**config.mk**
```make
export PLATFORM = sky130hd
export DESIGN_NAME = sorted_alarm_timer_table_unit
export DESIGN_NICKNAME = d
export VERILOG_FILES = /design/src/design/satt_pkg.sv /design/src/design/satt_ram.sv /design/src/design/sorted_alarm_timer_table_unit.sv
export SDC_FILE = /design/constraint.sdc
export NUM_CORES = 2
export LEC_CHECK = 0
export BUFFER_PORTS_ARGS = -buffer_cell sky130_fd_sc_hd__buf_2
export CAP_MARGIN = 30
export CORE_ASPECT_RATIO = 0.7
export CORE_MARGIN = 2
export CORE_UTILIZATION = 52
export CTS_CLUSTER_DIAMETER = 150
export CTS_CLUSTER_SIZE = 25
export DETAILED_ROUTE_END_ITERATION = 10
export PLACE_DENSITY = 0.68
export SYNTH_ARGS = -nofsm -noshare
export SYNTH_HDL_FRONTEND = slang
export SYNTH_SLANG_ARGS = --single-unit
```
**constraint.sdc**
```tcl
create_clock -name aclk -period 18.05 [get_ports aclk]
set_input_delay 1.805 -clock aclk [delete_from_list [all_inputs] [get_ports aclk]]
set_output_delay 1.805 -clock aclk [all_outputs]
set_load 0.01 [all_outputs]
```
**src/design/satt_pkg.sv**
```systemverilog
// Package for the sorted alarm timer table: action codes, default sizes and entry layout.
// Used by sorted_alarm_timer_table_unit; depends on nothing else.
package satt_pkg;

    typedef enum logic [1:0] {
        ACT_ADD     = 2'd0,
        ACT_DELETE  = 2'd1,
        ACT_SERVICE = 2'd2,
        ACT_ADJUST  = 2'd3
    } action_t;

    localparam int DEF_NUM_SLOTS  = 16;
    localparam int DEF_TICK_SHIFT = 5;

    localparam int EVENT_W    = 8;
    localparam int DELAY_W    = 32;
    localparam int TIME_W     = 64;
    localparam int COMPARE_W  = 32;
    localparam int ENTRY_W    = TIME_W + EVENT_W;
    localparam int S_TDATA_W  = 176;
    localparam int M_TDATA_W  = 48;

endpackage

```
**src/design/satt_ram.sv**
```systemverilog
// Generic single-port-write, single-port-read RAM with a registered read.
// No dependencies.
module satt_ram #(
    parameter int WIDTH = 8,
    parameter int DEPTH = 16
) (
    input  logic                     aclk,
    input  logic                     wr_en,
    input  logic [$clog2(DEPTH)-1:0] wr_addr,
    input  logic [WIDTH-1:0]         wr_data,
    input  logic [$clog2(DEPTH)-1:0] rd_addr,
    output logic [WIDTH-1:0]         rd_data
);

    logic [WIDTH-1:0] mem [DEPTH];
    logic [WIDTH-1:0] rd_data_reg;

    always_ff @(posedge aclk) begin
        if (wr_en) begin
            mem[wr_addr] <= wr_data;
        end
        rd_data_reg <= mem[rd_addr];
    end

    assign rd_data = rd_data_reg;

endmodule

```
**src/design/sorted_alarm_timer_table_unit.sv**
```systemverilog
// Sorted alarm timer table: alarms held in deadline order in two ping-pong RAMs.
// Each item copies the list from one bank to the other, changing it on the way.
// Each listed alarm passes S_RD and S_PROC, with a second S_PROC pass when an add goes ahead of it;
// then S_TAIL and S_STATUS. Output stalls hold S_PROC on a fired alarm and hold S_STATUS.
// Throughput: one item at a time; the next item is taken once the status item is loaded.
// Reset (aresetn low, synchronous) empties the list; RAM contents are not cleared.
// Depends on satt_pkg and satt_ram.
module sorted_alarm_timer_table_unit
    import satt_pkg::*;
#(
    parameter int NUM_SLOTS  = DEF_NUM_SLOTS,
    parameter int TICK_SHIFT = DEF_TICK_SHIFT
) (
    input  logic                 aclk,
    input  logic                 aresetn,
    input  logic                 s_tvalid,
    output logic                 s_tready,
    // action[1:0], event_id[9:2], delay[41:10], now[105:42], offset[169:106], zero fill
    input  logic [S_TDATA_W-1:0] s_tdata,
    output logic                 m_tvalid,
    input  logic                 m_tready,
    // fired_event[7:0], alarm_enabled[8], alarm_compare[40:9], table_full[41], zero fill
    output logic [M_TDATA_W-1:0] m_tdata,
    // kind[0]
    output logic                 m_tuser,
    output logic                 m_tlast
);

    localparam int IDX_W = $clog2(NUM_SLOTS);
    localparam int CNT_W = $clog2(NUM_SLOTS + 1);
    localparam logic [CNT_W-1:0] NUM_C = CNT_W'(NUM_SLOTS);

    typedef enum logic [2:0] {S_IDLE, S_RD, S_PROC, S_TAIL, S_STATUS} state_t;

    state_t               state_reg;
    logic                 bank_reg;
    action_t              act_reg;
    logic [EVENT_W-1:0]   ev_reg;
    logic [TIME_W-1:0]    t_reg;
    logic [TIME_W-1:0]    now_reg;
    logic [TIME_W-1:0]    off_reg;
    logic [CNT_W-1:0]     rd_idx_reg;
    logic [CNT_W-1:0]     wr_idx_reg;
    logic [CNT_W-1:0]     count_reg;
    logic                 ins_reg;
    logic                 found_reg;
    logic [TIME_W-1:0]    old_head_reg;
    logic [TIME_W-1:0]    new_head_reg;
    logic                 m_valid_reg;
    logic [M_TDATA_W-1:0] m_tdata_reg;
    logic                 m_tuser_reg;
    logic                 m_tlast_reg;

    logic [ENTRY_W-1:0]   rd0_data;
    logic [ENTRY_W-1:0]   rd1_data;
    logic [ENTRY_W-1:0]   rd_data;
    logic [EVENT_W-1:0]   e_ev;
    logic [TIME_W-1:0]    e_dl;
    logic                 wr_req;
    logic                 wr_en;
    logic [ENTRY_W-1:0]   wr_data;
    logic                 adv;
    logic                 set_ins;
    logic                 set_found;
    logic                 fire;
    logic                 out_free;
    logic                 head_eq;
    logic                 full_c;
    logic                 enabled_c;
    logic [TIME_W-1:0]    head_c;
    logic [TIME_W-1:0]    t_c;
    logic [CNT_W-1:0]     rd_idx_inc;

    satt_ram #(.WIDTH(ENTRY_W), .DEPTH(NUM_SLOTS)) u_ram0 (
        .aclk    (aclk),
        .wr_en   (wr_en && bank_reg),
        .wr_addr (wr_idx_reg[IDX_W-1:0]),
        .wr_data (wr_data),
        .rd_addr (rd_idx_reg[IDX_W-1:0]),
        .rd_data (rd0_data)
    );

    satt_ram #(.WIDTH(ENTRY_W), .DEPTH(NUM_SLOTS)) u_ram1 (
        .aclk    (aclk),
        .wr_en   (wr_en && !bank_reg),
        .wr_addr (wr_idx_reg[IDX_W-1:0]),
        .wr_data (wr_data),
        .rd_addr (rd_idx_reg[IDX_W-1:0]),
        .rd_data (rd1_data)
    );

    assign rd_data    = bank_reg ? rd1_data : rd0_data;
    assign e_ev       = rd_data[EVENT_W-1:0];
    assign e_dl       = rd_data[ENTRY_W-1:EVENT_W];
    assign out_free   = !m_valid_reg || m_tready;
    assign head_eq    = (rd_idx_reg == '0) || (e_dl == old_head_reg);
    assign rd_idx_inc = rd_idx_reg + 1'b1;
    assign wr_en      = wr_req && (wr_idx_reg < NUM_C);
    assign t_c        = (TIME_W'(s_tdata[41:10]) << TICK_SHIFT) + s_tdata[105:42];
    assign full_c     = (act_reg == ACT_ADD) && !found_reg && (count_reg == NUM_C);
    assign enabled_c  = full_c ? (count_reg != '0) : (wr_idx_reg != '0);
    assign head_c     = full_c ? old_head_reg : new_head_reg;

    always_comb begin
        wr_req    = 1'b0;
        wr_data   = rd_data;
        adv       = 1'b0;
        set_ins   = 1'b0;
        set_found = 1'b0;
        fire      = 1'b0;
        if (state_reg == S_PROC) begin
            case (act_reg)
                ACT_ADD: begin
                    if (e_ev == ev_reg) begin
                        set_found = 1'b1;
                        adv       = 1'b1;
                    end else if (!ins_reg && (e_dl >= t_reg)) begin
                        wr_req  = 1'b1;
                        wr_data = {t_reg, ev_reg};
                        set_ins = 1'b1;
                    end else begin
                        wr_req = 1'b1;
                        adv    = 1'b1;
                    end
                end
                ACT_DELETE: begin
                    wr_req = (e_ev != ev_reg);
                    adv    = 1'b1;
                end
                ACT_SERVICE: begin
                    if (head_eq || (e_dl <= now_reg)) begin
                        fire = out_free;
                        adv  = out_free;
                    end else begin
                        wr_req = 1'b1;
                        adv    = 1'b1;
                    end
                end
                ACT_ADJUST: begin
                    wr_req  = 1'b1;
                    wr_data = {e_dl + off_reg, e_ev};
                    adv     = 1'b1;
                end
                default: begin
                    adv = 1'b1;
                end
            endcase
        end else if (state_reg == S_TAIL) begin
            if ((act_reg == ACT_ADD) && !ins_reg) begin
                wr_req  = 1'b1;
                wr_data = {t_reg, ev_reg};
            end
        end
    end

    always_ff @(posedge aclk) begin
        if (!aresetn) begin
            state_reg   <= S_IDLE;
            bank_reg    <= 1'b0;
            count_reg   <= '0;
            m_valid_reg <= 1'b0;
        end else begin
            if (m_valid_reg && m_tready && !fire && !((state_reg == S_STATUS) && out_free)) begin
                m_valid_reg <= 1'b0;
            end
            if (wr_en) begin
                wr_idx_reg <= wr_idx_reg + 1'b1;
                if (wr_idx_reg == '0) begin
                    new_head_reg <= wr_data[ENTRY_W-1:EVENT_W];
                end
            end
            case (state_reg)
                S_IDLE: begin
                    if (s_tvalid) begin
                        act_reg    <= action_t'(s_tdata[1:0]);
                        ev_reg     <= s_tdata[9:2];
                        t_reg      <= t_c;
                        now_reg    <= s_tdata[105:42];
                        off_reg    <= s_tdata[169:106];
                        rd_idx_reg <= '0;
                        wr_idx_reg <= '0;
                        ins_reg    <= 1'b0;
                        found_reg  <= 1'b0;
                        state_reg  <= (count_reg == '0) ? S_TAIL : S_RD;
                    end
                end
                S_RD: begin
                    state_reg <= S_PROC;
                end
                S_PROC: begin
                    if (rd_idx_reg == '0) begin
                        old_head_reg <= e_dl;
                    end
                    if (set_ins) begin
                        ins_reg <= 1'b1;
                    end
                    if (set_found) begin
                        found_reg <= 1'b1;
                    end
                    if (fire) begin
                        m_valid_reg <= 1'b1;
                        m_tuser_reg <= 1'b0;
                        m_tlast_reg <= 1'b0;
                        m_tdata_reg <= M_TDATA_W'(e_ev);
                    end
                    if (adv) begin
                        rd_idx_reg <= rd_idx_inc;
                        state_reg  <= (rd_idx_inc == count_reg) ? S_TAIL : S_RD;
                    end
                end
                S_TAIL: begin
                    state_reg <= S_STATUS;
                end
                S_STATUS: begin
                    if (out_free) begin
                        m_valid_reg <= 1'b1;
                        m_tuser_reg <= 1'b1;
                        m_tlast_reg <= 1'b1;
                        m_tdata_reg <= M_TDATA_W'({full_c,
                            enabled_c ? head_c[COMPARE_W-1:0] : {COMPARE_W{1'b0}},
                            enabled_c, {EVENT_W{1'b0}}});
                        if (!full_c) begin
                            count_reg <= wr_idx_reg;
                            bank_reg  <= !bank_reg;
                        end
                        state_reg <= S_IDLE;
                    end
                end
                default: begin
                    state_reg <= S_IDLE;
                end
            endcase
        end
    end

    assign s_tready = (state_reg == S_IDLE);
    assign m_tvalid = m_valid_reg;
    assign m_tdata  = m_tdata_reg;
    assign m_tuser  = m_tuser_reg;
    assign m_tlast  = m_tlast_reg;

endmodule
```
=== Word level (Yosys, flattened, before mapping) ===
Memories as Yosys holds them, arrays and structs flattened. A register that Yosys moved wholly into a read port is not among the register bits.
Index checks and enable logic that the tools add are counted.

* Register bits: 369
* Memories: 2
* Logic and storage cells: 146
* Output and inout bits: 52
* Bits in writable memories: 2304
* Input port bits: 180

* Equal/unequal tests: 18
* Muxes and demuxes: 62
* Reductions and logical operators: 39
* Add/sub/neg operators: 4
* Magnitude comparators: 3
* Bitwise operators: 1

{| class="wikitable"
|+ Memories
! memory !! depth !! bits a word !! read ports !! clocked after Yosys merged registers in !! wr ports !! line !! text
|-
| u_ram0.mem || 16 || 72 || 1 || 1 || 1 || satt_ram.sv:15 || <nowiki>logic [WIDTH-1:0] mem [DEPTH];</nowiki>
|-
| u_ram1.mem || 16 || 72 || 1 || 1 || 1 || satt_ram.sv:15 ||
|}

{| class="wikitable"
|+ Operator list
! cell !! count
|-
| $mux 72 || 6
|-
| $pmux 72 s2 || 1
|-
| $mux 48 || 2
|-
| $pmux 48 s2 || 1
|-
| $add 37x64->64 || 1
|-
| $add 64x64->64 || 1
|-
| $eq 64x64->1 || 1
|-
| $ge 64x64->1 || 1
|-
| $le 64x64->1 || 1
|-
| $mux 32 || 2
|-
| $mux 1 || 32
|-
| $mux 5 || 5
|-
| $reduce_and 4->1 || 4
|-
| $logic_not 5->1 || 3
|-
| $pmux 3 s5 || 1
|-
| $reduce_and 3->1 || 5
|-
| $ne 2x2->1 const B || 6
|-
| $logic_and 1x1->1 || 11
|-
| $add 5x1->5 const B || 2
|-
| $pmux 5 s2 || 1
|-
| $reduce_bool 5->1 || 2
|-
| $mux 3 || 3
|-
| $eq 8x8->1 || 1
|-
| $ne 8x8->1 || 1
|-
| other kinds (19) || 33
|}

=== Logic depth before layout (Yosys ltp) ===
* Depth after elaboration: 13
* Gate-level depth with buffers: 19
* Depth with buffers taken out: 14

=== Hierarchy ===
A second synthesis with hierarchy kept.

* Cell total of the unflattened synthesis: 6160
* Area total of the unflattened synthesis: 113980.6 um^2

{| class="wikitable"
|+ By module, submodules not included
! module !! instances !! cells an instance !! sequential area each (um^2) !! area an instance (um^2)
|-
| satt_ram || 2 || 1850 || 36034.6 || 44550.2
|-
| sorted_alarm_timer_table_unit || 1 || 2460 || 10650.2 || 24880.1
|}

=== Least setup slack after synthesis ===
No wires, ideal clock.

* Kind: in2reg
* From: input aresetn
* To: register act_reg[0], enable pin
* Stages: 2
* Buffers on the path: 0
* Required time: 17290 ps
* Slack: 7154 ps
* Arrival time: 10136 ps
* Library setup time: 760 ps
* Path through: nand2_1 nor2_1

* Word-level cells in the longest chain between the ends: 1

{| class="wikitable"
|+ RTL lines
! item !! line !! text
|-
| start: declaration || sorted_alarm_timer_table_unit.sv:15 || <nowiki>input logic aresetn,</nowiki>
|-
| $reduce_and 3->1 (no line) || -- ||
|-
| end signal: assignment || sorted_alarm_timer_table_unit.sv:175 || <nowiki>act_reg <= action_t'(s_tdata[1:0]);</nowiki>
|-
| end: declaration || sorted_alarm_timer_table_unit.sv:37 || <nowiki>action_t act_reg;</nowiki>
|}

No other way between the ends.
A chain may end at the register's enable or synchronous reset.

=== Worst setup path after layout ===
* From: register bank_reg
* To: memory u_ram0.mem[11][26] (netlist name), enable pin

* Word-level cells in the longest chain between the ends: 11
* Elaborated cells between the ends (all ways): 15
* Classes of those cells: order compare (1); eq/ne (3); mux (7); reduce/logical (4)

{| class="wikitable"
|+ RTL lines
! item !! line !! text
|-
| start: declaration || sorted_alarm_timer_table_unit.sv:36 || <nowiki>logic bank_reg;</nowiki>
|-
| start signal: assignment || sorted_alarm_timer_table_unit.sv:224 || <nowiki>bank_reg <= !bank_reg;</nowiki>
|-
| $mux 72 * || sorted_alarm_timer_table_unit.sv:92 || <nowiki>assign rd_data = bank_reg ? rd1_data : rd0_data;</nowiki>
|-
| named net rd_data[71] || sorted_alarm_timer_table_unit.sv:56 || <nowiki>logic [ENTRY_W-1:0] rd_data;</nowiki>
|-
| parallel branches: the longest is 2 deep, another holds $le 64x64->1 || -- ||
|-
| $logic_or 1x1->1 * || sorted_alarm_timer_table_unit.sv:131 || <nowiki>if (head_eq || (e_dl <= now_reg)) begin</nowiki>
|-
| $mux 1 * || sorted_alarm_timer_table_unit.sv:131 ||
|-
| $pmux 1 s4 * || sorted_alarm_timer_table_unit.sv:112 || <nowiki>case (act_reg)</nowiki>
|-
| $mux 1 * || sorted_alarm_timer_table_unit.sv:111 || <nowiki>if (state_reg == S_PROC) begin</nowiki>
|-
| $logic_and 1x1->1 * || sorted_alarm_timer_table_unit.sv:98 || <nowiki>assign wr_en = wr_req && (wr_idx_reg < NUM_C);</nowiki>
|-
| $logic_and 1x1->1 * || sorted_alarm_timer_table_unit.sv:76 || <nowiki>.wr_en (wr_en && bank_reg),</nowiki>
|-
| $mux 1 * || satt_ram.sv:19 || <nowiki>if (wr_en) begin</nowiki>
|-
| $mux 1 (implied by the code) * || satt_ram.sv:20 || <nowiki>mem[wr_addr] <= wr_data;</nowiki>
|-
| end: declaration || satt_ram.sv:15 ||
|}

Mark *: on every way through the listed nets, which the timed path passes.

==> qor.csv <==
stage,metric,value,unit
finish,area.sequential,0.0827,sq mm
floorplan,die-width,564,um
synth,synth_compound_area_share,3.67,%
sta,period_needed,8.41,ns
synth,synth_top_cell_by_area,edfxtp_1,
job,maxCapViolCount,0,
floorplan,die_area,0.223,sq mm
critical_path,timing.rr.end,u_ram0.mem[11][26],
synth,synth.distinct_cells,87,
sta,drv_slew,0,
worst_hold_path,min_to,count_reg[0],
grt,grt_max_degree,144,
sta,worstMarginPinSlew,1.19,ns
synth,synth.top_cell.area_share,69.8,%
floorplan,core,0.218,sq mm
floorplan,fp-row-count,143,
critical_path,crit_fanout,39,
clocking,cts_setup_buffers,0,
synth,synth_enable_flop_cells,2652,
sta,clock_skew,0.0717,ns
worst_hold_path,hp-start,count_reg[0],
critical_path,rrSetupSlack,9.64,ns
sta,fin_crit_sh,46.6,%
critical_path,worst-path-buf-inv,5,
clocking,cts_resized,0,
floorplan,ios,232,
detailed_routing,wl_per_cell,32.7,um
clocking,htreeDepth,4,
clocking,max-clock-path-buffers,4,
detailed_routing,route.detailed.drc,0,
clocking,cts_buffers,138,
critical_path,crit_family,buffers and inverters,
place,dpl_cell_area,0.120,sq mm
finish,fill_cells,16030,
detailed_routing,ant_nets,0,
floorplan,initial_utilization,52.5,%
synth,syn_area,0.114,sq mm
critical_path,startpoint_type,flip-flop,
grt,grt_pass1_wl,418,mm
grt,antenna_found_initial,22,
finish,fin_util,57.3,%
grt,grt-ovfl-total,0,
detailed_routing,vias,58821,
synth,synth_top_family_by_area,multiplexers,
sta,slew_headroom,20.2,%
synth,synth.avg_cell_area,19.7,sq um
grt,grt_pass1_vias,56295,
synth,synth_xor_area_share,1.50,%
sta,setup_tns,0,ns
place,dp_hpwl,182,mm
detailed_routing,avgViaCountPerCell,6.45,
pwr,p_leak,40.6,nW
critical_path,cp_slowest_cell,nand3b_1,
critical_path,max_stage_delay,0.82,ns
pwr,peakVddDrop,0.118,mV
synth,synth_seq_cells,2806,
synth,dominantRegCellSynth,edfxtp_1,
place,routabilityCongestion,0.972,
synth,syn_inst,5797,
clocking,clockRootBuffer,clkbuf_16,
synth,synthTopCellsByArea,"edfxtp_1 70%, mux4_2 14%, dfxtp_1 2.7%",
worst_hold_path,holdPathStages,2,
critical_path,crit_type,reg2reg,
sta,fmax,119,MHz
sta,hold_viol,0,
finish,layout.nets,6529,
floorplan,die_y,396,um
detailed_routing,drt_pass1_iterations,8,
critical_path,required,18.46,ns
critical_path,rr_worst_depth,14,
finish,multiInputGateArea,0.0301,sq mm
place,io_buffers,219,
critical_path,cp.arrival,8.82,ns
worst_hold_path,min_path_type,reg2reg,
clocking,cts.sinks,2806,
finish,largest_registers,"u_ram0.mem (1152), u_ram1.mem (1152)",
detailed_routing,drt_iter0_drc,8226,
synth,yosys.area_share.simple,2.65,%
clocking,clock_latency,0.84,ns
grt,grtUsageTotal,26.5,%
clocking,holdBufCountCts,0,
run_status,status,"finished, final reports clean",
critical_path,crit_path_end_kind,flip-flop,
pwr,total_power,17.5,mW
sta,setup_viol,0,
critical_path,rr_startpoint,bank_reg,
critical_path,cp_cell_sequence,buf_4 -> buf_4 -> mux2i_1 -> inv_1 -> ha_1 -> nand4_1 -> nor2_1 -> nand4_1 -> o31ai_1 -> a31oi_2 -> nand3b_1 -> nor2_4 -> buf_4 -> buf_4,
synth,synth_fa_ha_area_share,2.53,%
synth,async_flop_share,0,%
synth,synth_warnings,0,
pwr,powerDensity,140,mW/mm^2
synth,synth.area.mux_share,15.6,%
finish,drive_gt1_share,24.6,%
clocking,path_clk_slew,0.10,ns
clocking,cts_tree,yes,
sta,rsz0062_at_grt,no,
finish,areaGrowthSynthToFinish,9.28,%
critical_path,crit_top_cell,buf_4,
finish,design_area,0.125,sq mm
synth,ys_seq_area_share,72.5,%
detailed_routing,wl,298,mm
==> how the worst max path moves through the flow <==
| stage | start | end | cells after the start |
|---|---|---|---|
| 2_1_floorplan | aresetn | act_reg[0] | 2 |
| 3_3_place_gp | bank_reg | u_ram0.mem[8][21] | 14 |
| 3_5_place_dp | bank_reg | u_ram0.mem[11][62] | 15 |
| 4_1_cts | bank_reg | u_ram0.mem[11][26] | 15 |
| 5_1_grt | bank_reg | u_ram0.mem[11][26] | 14 |
| 6_report | bank_reg | u_ram0.mem[11][26] | 14 |
==> tightest hold or removal path: cells and delay by family (launching register included) <==
kind            cells  cell delay [ns]
compound gates      1             0.13
flops               1             0.34
simple gates        1             0.05
==> layout make-up <==
cell class / count / share of cell area [%]
Antenna cell: 7 / 0.0140
Sequential cell: 2806 / 66.3
Clock buffer: 230 / 3.13
Timing Repair Buffer: 442 / 2.89
Clock inverter: 3 / 0.0301
Inverter: 187 / 0.563
Multi-Input combinational cell: 2544 / 24.1
Tap cell: 2900 / 2.91
==> layer usage <==
metal  GRT usage (%)  share of wire [%]
met5            2.11               0.21
met4            5.33                2.0
met3            6.10                9.9
met2            38.7                 45
met1            40.9                 43
==> metrics by stage <==
step / hold slack (ns) / worst slack, ns / std cells
after floorplan: 0.511 / 7.15 / 5802
after global placement: 0.537 / 9.76 / 8826
after detailed placement: 0.546 / 9.62 / 8858
after CTS: 0.558 / 9.57 / 9091
after global routing: 0.589 / 9.33 / 9115
final: 0.557 / 9.64 / 9119
==> cells in the mapped netlist, types with 19 or more instances <==
| cell type | n |
|---|---|
| edfxtp_1 | 2652 |
| mux4_2 | 720 |
| ha_1 | 228 |
| clkbuf_1 | 195 |
| a21oi_1 | 191 |
| nand2_1 | 187 |
| inv_1 | 186 |
| nor2_1 | 171 |
| dfxtp_1 | 154 |
| xor2_1 | 111 |
| o21ai_0 | 89 |
| xnor2_1 | 85 |
| a21o_1 | 73 |
| mux2_2 | 71 |
| nand4_1 | 55 |
| o22ai_1 | 49 |
| mux2i_1 | 45 |
| buf_1 | 44 |
| nor3_1 | 40 |
| a221oi_1 | 38 |
| nand3_1 | 36 |
| nor4_1 | 29 |
| nor2b_1 | 26 |
| nand2b_1 | 22 |
| a211oi_1 | 19 |
==> power breakdown <==
| part | internal (mW) | switching [mW] | leakage (nW) | total [mW] |
|---|---|---|---|---|
| clock | 1.50 | 1.96 | 1.88 | 3.46 |
| sequential | 8.53 | 0.132 | 25.2 | 8.66 |
| combinational | 1.84 | 3.49 | 13.5 | 5.33 |
==> cells in the final DEF (no fill, tap or decap), drive strengths merged, types with 97 or more instances in the layout <==
cell type and count:
edfxtp 2652, mux4 720, buf 442, clkbuf 230
ha 228, a21oi 191, inv 189, nand2 187
nor2 171, dfxtp 154, xor2 111, o21ai 97
==> logic make-up (layout without fill, tap and decap cells) <==
logic type,count (synthesis),count (layout)
DFF,2806,2806
other,1,13
adders and majority gates,230,230
xor gates and xnor gates,196,196
buffers and inverters,452,862
AOI/OAI and AO/OA,626,626
and+or+nand+nor,629,629
muxes,857,857
(Power assumes the default switching activity.)
